--- src/sv/fixed_range_histogram_macros.svh ---
// Assertion macros for the fixed-range histogram block.
// Included by fixed_range_histogram.sv, which carries concurrent checks; needs nothing else.
`ifndef FIXED_RANGE_HISTOGRAM_MACROS_SVH
`define FIXED_RANGE_HISTOGRAM_MACROS_SVH

// Check that cons holds in the same cycle as ante.
`define FRH_ASSERT_SAME(label, clk, rst_n, ante, cons, msg) \
    label: assert property (@(posedge clk) disable iff (!(rst_n)) \
        (ante) |-> (cons)) else $error(msg);

// Check that cons holds in the cycle after ante.
`define FRH_ASSERT_NEXT(label, clk, rst_n, ante, cons, msg) \
    label: assert property (@(posedge clk) disable iff (!(rst_n)) \
        (ante) |=> (cons)) else $error(msg);

`endif

--- src/sv/frh_pkg.sv ---
// Shared types, codes and helper functions for the fixed-range histogram.
// Used by frh_div and fixed_range_histogram; depends on nothing.
package frh_pkg;

    localparam int SAMPLE_BITS = 32;
    localparam int COUNT_BITS  = 32;
    localparam int BIN_IDX_W   = 10;
    localparam int BIN_CNT_W   = 11;
    localparam int CFG_IDX_W   = 2;
    localparam int CFG_DATA_W  = 32;

    // Transaction actions
    localparam logic [1:0] ACT_ADD   = 2'd0;
    localparam logic [1:0] ACT_READ  = 2'd1;
    localparam logic [1:0] ACT_CLEAR = 2'd2;
    localparam logic [1:0] ACT_NONE  = 2'd3;

    // Sample classes
    localparam logic [1:0] CLS_IN    = 2'd0;
    localparam logic [1:0] CLS_UNDER = 2'd1;
    localparam logic [1:0] CLS_OVER  = 2'd2;

    // Configuration register indexes
    localparam logic [CFG_IDX_W-1:0] CFG_RANGE_LOW  = 2'd0;
    localparam logic [CFG_IDX_W-1:0] CFG_RANGE_HIGH = 2'd1;
    localparam logic [CFG_IDX_W-1:0] CFG_BIN_COUNT  = 2'd2;
    localparam logic [CFG_IDX_W-1:0] CFG_CUMULATIVE = 2'd3;

    typedef struct packed {
        logic [1:0]                    action;
        logic signed [SAMPLE_BITS-1:0] sample;
        logic [BIN_IDX_W-1:0]          bin_index;
    } frh_in_t;

    typedef struct packed {
        logic [1:0]            sample_class;
        logic [BIN_IDX_W-1:0]  sample_bin;
        logic [COUNT_BITS-1:0] bin_value;
        logic [COUNT_BITS-1:0] underflow_total;
        logic [COUNT_BITS-1:0] overflow_total;
        logic [COUNT_BITS-1:0] in_range_total;
    } frh_out_t;

    typedef struct packed {
        logic busy;
        logic done;
    } frh_div_stat_t;

    typedef enum logic [3:0] {
        ST_INIT,
        ST_IDLE,
        ST_CLASS,
        ST_MUL,
        ST_DIV_GO,
        ST_DIV,
        ST_BUMP_RD,
        ST_BUMP_WR,
        ST_SUM,
        ST_SUM_END,
        ST_CLEAR,
        ST_DONE
    } frh_state_t;

    // Increment a count, holding at full scale
    function automatic logic [COUNT_BITS-1:0] sat_inc(input logic [COUNT_BITS-1:0] c);
        logic [COUNT_BITS-1:0] r;
        r = (c == {COUNT_BITS{1'b1}}) ? c : c + 1'b1;
        return r;
    endfunction

    // Add two counts, holding at full scale
    function automatic logic [COUNT_BITS-1:0] sat_add(input logic [COUNT_BITS-1:0] a,
                                                      input logic [COUNT_BITS-1:0] b);
        logic [COUNT_BITS:0] s;
        s = {1'b0, a} + {1'b0, b};
        return s[COUNT_BITS] ? {COUNT_BITS{1'b1}} : s[COUNT_BITS-1:0];
    endfunction

endpackage

--- src/sv/frh_div.sv ---
// Restoring divider producing a short quotient, one bit per cycle.
// Depends on frh_pkg for the status struct; the upper dividend bits must be below the divisor.
module frh_div import frh_pkg::*; #(
    parameter int QW = 11
) (
    input  logic                 aclk,
    input  logic                 aresetn,
    input  logic                 start,
    input  logic [32+QW-1:0]     dividend,
    input  logic [31:0]          divisor,
    output logic [QW-1:0]        quotient,
    output frh_div_stat_t        status
);

    localparam int CW = $clog2(QW + 1);

    logic [31:0]   rem_reg, rem_next;
    logic [QW-1:0] quo_reg, quo_next;
    logic [31:0]   div_reg, div_next;
    logic [CW-1:0] cnt_reg, cnt_next;
    logic          busy_reg, busy_next;
    logic          done_reg, done_next;
    logic [33:0]   diff;
    logic          fits;

    // Trial subtract of the divisor from the shifted partial remainder
    assign diff = {1'b0, rem_reg, quo_reg[QW-1]} - {2'b00, div_reg};
    assign fits = ~diff[33];

    always_comb begin
        rem_next  = rem_reg;
        quo_next  = quo_reg;
        div_next  = div_reg;
        cnt_next  = cnt_reg;
        busy_next = busy_reg;
        done_next = 1'b0;
        if (start) begin
            rem_next  = dividend[32+QW-1:QW];
            quo_next  = dividend[QW-1:0];
            div_next  = divisor;
            cnt_next  = CW'(QW);
            busy_next = 1'b1;
        end else if (busy_reg) begin
            rem_next = fits ? diff[31:0] : {rem_reg[30:0], quo_reg[QW-1]};
            quo_next = (quo_reg << 1) | QW'(fits);
            cnt_next = cnt_reg - 1'b1;
            if (cnt_reg == CW'(1)) begin
                busy_next = 1'b0;
                done_next = 1'b1;
            end
        end
    end

    always_ff @(posedge aclk) begin
        if (!aresetn) begin
            cnt_reg  <= '0;
            busy_reg <= 1'b0;
            done_reg <= 1'b0;
        end else begin
            cnt_reg  <= cnt_next;
            busy_reg <= busy_next;
            done_reg <= done_next;
        end
    end

    always_ff @(posedge aclk) begin
        rem_reg <= rem_next;
        quo_reg <= quo_next;
        div_reg <= div_next;
    end

    assign quotient    = quo_reg;
    assign status.busy = busy_reg;
    assign status.done = done_reg;

endmodule

--- config.mk ---
export PLATFORM = sky130hd
export DESIGN_NAME = frh_div
export DESIGN_NICKNAME = d
export VERILOG_FILES = /design/src/sv/fixed_range_histogram_macros.svh /design/src/sv/frh_pkg.sv /design/src/sv/frh_div.sv
export SDC_FILE = /design/constraint.sdc
export NUM_CORES = 1
export LEC_CHECK = 0
export BUFFER_PORTS_ARGS = -buffer_cell sky130_fd_sc_hd__clkbuf_2
export CAP_MARGIN = 40
export CELL_PAD_IN_SITES_DETAIL_PLACEMENT = 0
export CELL_PAD_IN_SITES_GLOBAL_PLACEMENT = 1
export CORE_ASPECT_RATIO = 0.8
export CORE_MARGIN = 1
export CORE_UTILIZATION = 44
export DETAILED_ROUTE_END_ITERATION = 8
export PLACE_DENSITY = 0.88
export SYNTH_ARGS = -nofsm -noshare
export SYNTH_HDL_FRONTEND = slang
export SYNTH_SLANG_ARGS = --single-unit
--- constraint.sdc ---
create_clock -name aclk -period 3.7 [get_ports aclk]
set_input_delay 0.74 -clock aclk [delete_from_list [all_inputs] [get_ports aclk]]
set_output_delay 0.74 -clock aclk [all_outputs]
set_load 0.02 [all_outputs]
==> results.yml <==
floorplanning:
  die_h_um: 99.3
  start_util_pct: 45.2
  die_w_um: 124
  core_um2: 11500
  ios: 91
  rows: 35
  die-area_um2: 12300
route:
  vias_per_cell: 5.60
  wire_per_inst_um: 16.1
  drtPass1Iterations: 5
  drtIter0Drc: 264
  final_antenna_net_count: 0
  vias: 4055
  drcViolationCount: 0
  wl_mm: 11.7
timing:
  fmax_mhz: 302
  hold_viol_final: 0
  slew_headroom_pct: 58.4
  finalMaxSlewViolations: 0
  period_share_pct: 89.4
  finalSetupViolCount: 0
  rsz0062_at_grt: "no"
  period_minus_slack_ps: 3310
  tightestPinTransition_ps: 624
  tns_ps: 0
  finalClockSkew_ps: 11.6
critical_path:
  cp_data_required_time_ps: 3780
  end_kind: "register"
  path_common_cell: "a21oi_1"
  setup.worst_path.start_class: "register"
  max_stage_delay_ps: 500
  crit_path_max_fanout: 12
  critPathKind: "reg -> reg"
  worstPathArrival_ps: 3390
  worstPathCellList: "ha_1 -> a21oi_1 -> o21ai_0 -> a21oi_1 -> o211ai_4 -> o2111ai_1 -> and3_2 -> or2_1 -> o211ai_2"
  cp_slowest_cell: "or2_1"
  critPathTopFamily: "compound AO/OA/AOI/OAI gates"
  cp_num_buf_inv: 0
placement:
  place_congestion: 0.920
  port_buffers: 90
  dp_hpwl_mm: 8.38
clocking:
  cts_setup_buffers: 0
  cts_hold_buf: 0
  cts.htree.levels: 3
  path_clk_slew_ps: 70
  cts_buffers: 9
  cts_resized: 0
  clkLatencyLatePin_ps: 350
  clock_sinks: 81
  clk_path_buf_depth: 2
  root_buffer: "clkbuf_16"
  cts_tree: "done"
logic_synthesis:
  async_flop_share_pct: 0
  synthAdderAreaFrac_pct: 8.56
  syn_area_per_cell_um2: 10.6
  synth-seq-area-share_pct: 45.6
  synthMuxAreaShare_pct: 3.37
  yosysWarnings: 0
  synth_area_um2: 5200
  ys_ff_latch: 81
  synth_edf_count: 75
  synth_flop_cell: "edfxtp_1"
  syn_nets: 605
  synth_top_family_by_area: "compound AO/OA/AOI/OAI gates"
  yosys.cell_types.count: 60
  synth_compound_area_share_pct: 18.5
  synthCells: 492
  yosys.area_share.simple_pct: 12.9
  synthXorXnorAreaFrac_pct: 5.22
run:
  drv_cap: 0
global_routing:
  grt_use_total_pct: 20.6
  grt.overflow.total: 0
  top_usage_layer: "met2"
  antenna_found_initial: 0
  use_met3_pct: 6.02
  first_global_vias: 3903
  grt_pass1_wl_mm: 19.4
  grt_max_degree: 58
  grt_use_met1_pct: 28.5
  grt_use_met2_pct: 30.7
pwr:
  total_power_uw: 3770
  p_leak_uw: 0.00258
  peakVddDrop_v: 0.000297
  powerDensity_nw_per_um2: 624
worst_hold_path:
  min_path_type: "in -> reg"
final_layout:
  antennaDiodeCount: 0
  synthToLayoutAreaGrowth_pct: 16.3
  nets: 684
  layout_common_cells: "clkbuf_2, edfxtp_1, nand2_1"
  final_common_cell: "clkbuf_2"
  drive_gt1_share_pct: 24.1
run_status:
  status: "complete, no violations"
-- final cells by class --
type	instances	area (um2)
clock buffers	12	268
clock inverters	4	30.0
well taps	148	185
repair buffers	97	518
multi-input cells	342	2520
inverters	40	150
fillers	1018	5470
flip-flops and latches	81	2370
-- cell usage after synthesis, drive strengths merged (2+ instances only) --
cell,number,area share [%]
ha,34,8.2
a31o,2,0.34
buf,15,2.0
o21a,3,0.43
xnor2,12,2.0
nand3,8,0.77
a21oi,38,3.7
o31ai,2,0.38
edfxtp,75,43
nor2b,10,1.2
o21ai,24,2.3
nand2b,5,0.60
xor2,19,3.2
a22oi,7,1.1
nand3b,23,3.3
clkbuf,14,1.0
o211ai,11,2.4
or2,3,0.36
a41oi,2,0.34
nand2,43,3.1
mux2i,4,0.77
mux2,12,2.6
and3,3,0.36
inv,40,2.9
dfxtp,6,2.3
a21boi,3,0.43
o21bai,6,0.87
and2,2,0.24
o2111ai,2,0.34
nand4,5,0.60
o311ai,18,3.0
a21o,10,1.4
nor2,15,1.1
or3,2,0.34
a31oi,3,0.65
-- power by group --
part / leakage, uW / switching (uW) / internal (uW)
clock network: 0.000150 / 384 / 520
registers: 0.000801 / 88.6 / 1210
logic: 0.00163 / 916 / 653
-- worst reg2reg max path, cell delays in order, from the launching register on --
cell and delay (ps):
edfxtp_1 390, ha_1 410, a21oi_1 280, o21ai_0 240, a21oi_1 280, o211ai_4 140
o2111ai_1 230, and3_2 410, or2_1 510, o211ai_2 160
-- logic make-up (layout without fill, tap and decap cells) --
family	after synthesis	in the layout
and+or+nand+nor	125	125
xor gates and xnor gates	31	31
DFF	81	81
buffers and inverters	69	153
adders and majority gates	35	35
muxes	16	16
AOI/OAI and AO/OA	135	135
-- stage by stage --
stage	worst slack (ps)	std cells	instance area (um2)	utilization (%)	hold WS (ps)
after CTS	463	724	6050	52.5	549
after floorplan	1010	492	5200	-	519
after global routing	91.3	724	6050	52.5	549
after global placement	592	708	5750	49.9	563
final	392	724	6050	52.5	561
after detailed placement	448	708	5750	49.9	573
-- metal layers --
layer,up-vias,wire (um)
li1,1976,-
met1,1934,5540
met2,133,5110
met3,12,860
met4,0,146
met5,-,0
-- path summary, 6_finish.rpt --
kind | startpoint | endpoint | slack (ps) | cells past startpoint
setup / recovery | rem_reg[9] | rem_reg[21] | 390 | 9
hold / removal | divisor[24] | div_reg[24] | 560 | 1
hold reg to reg | cnt_reg[3] | done_reg | 590 | 3
setup reg to reg | rem_reg[9] | rem_reg[21] | 390 | 9
Note: power is estimated with default switching activity, not from simulation.
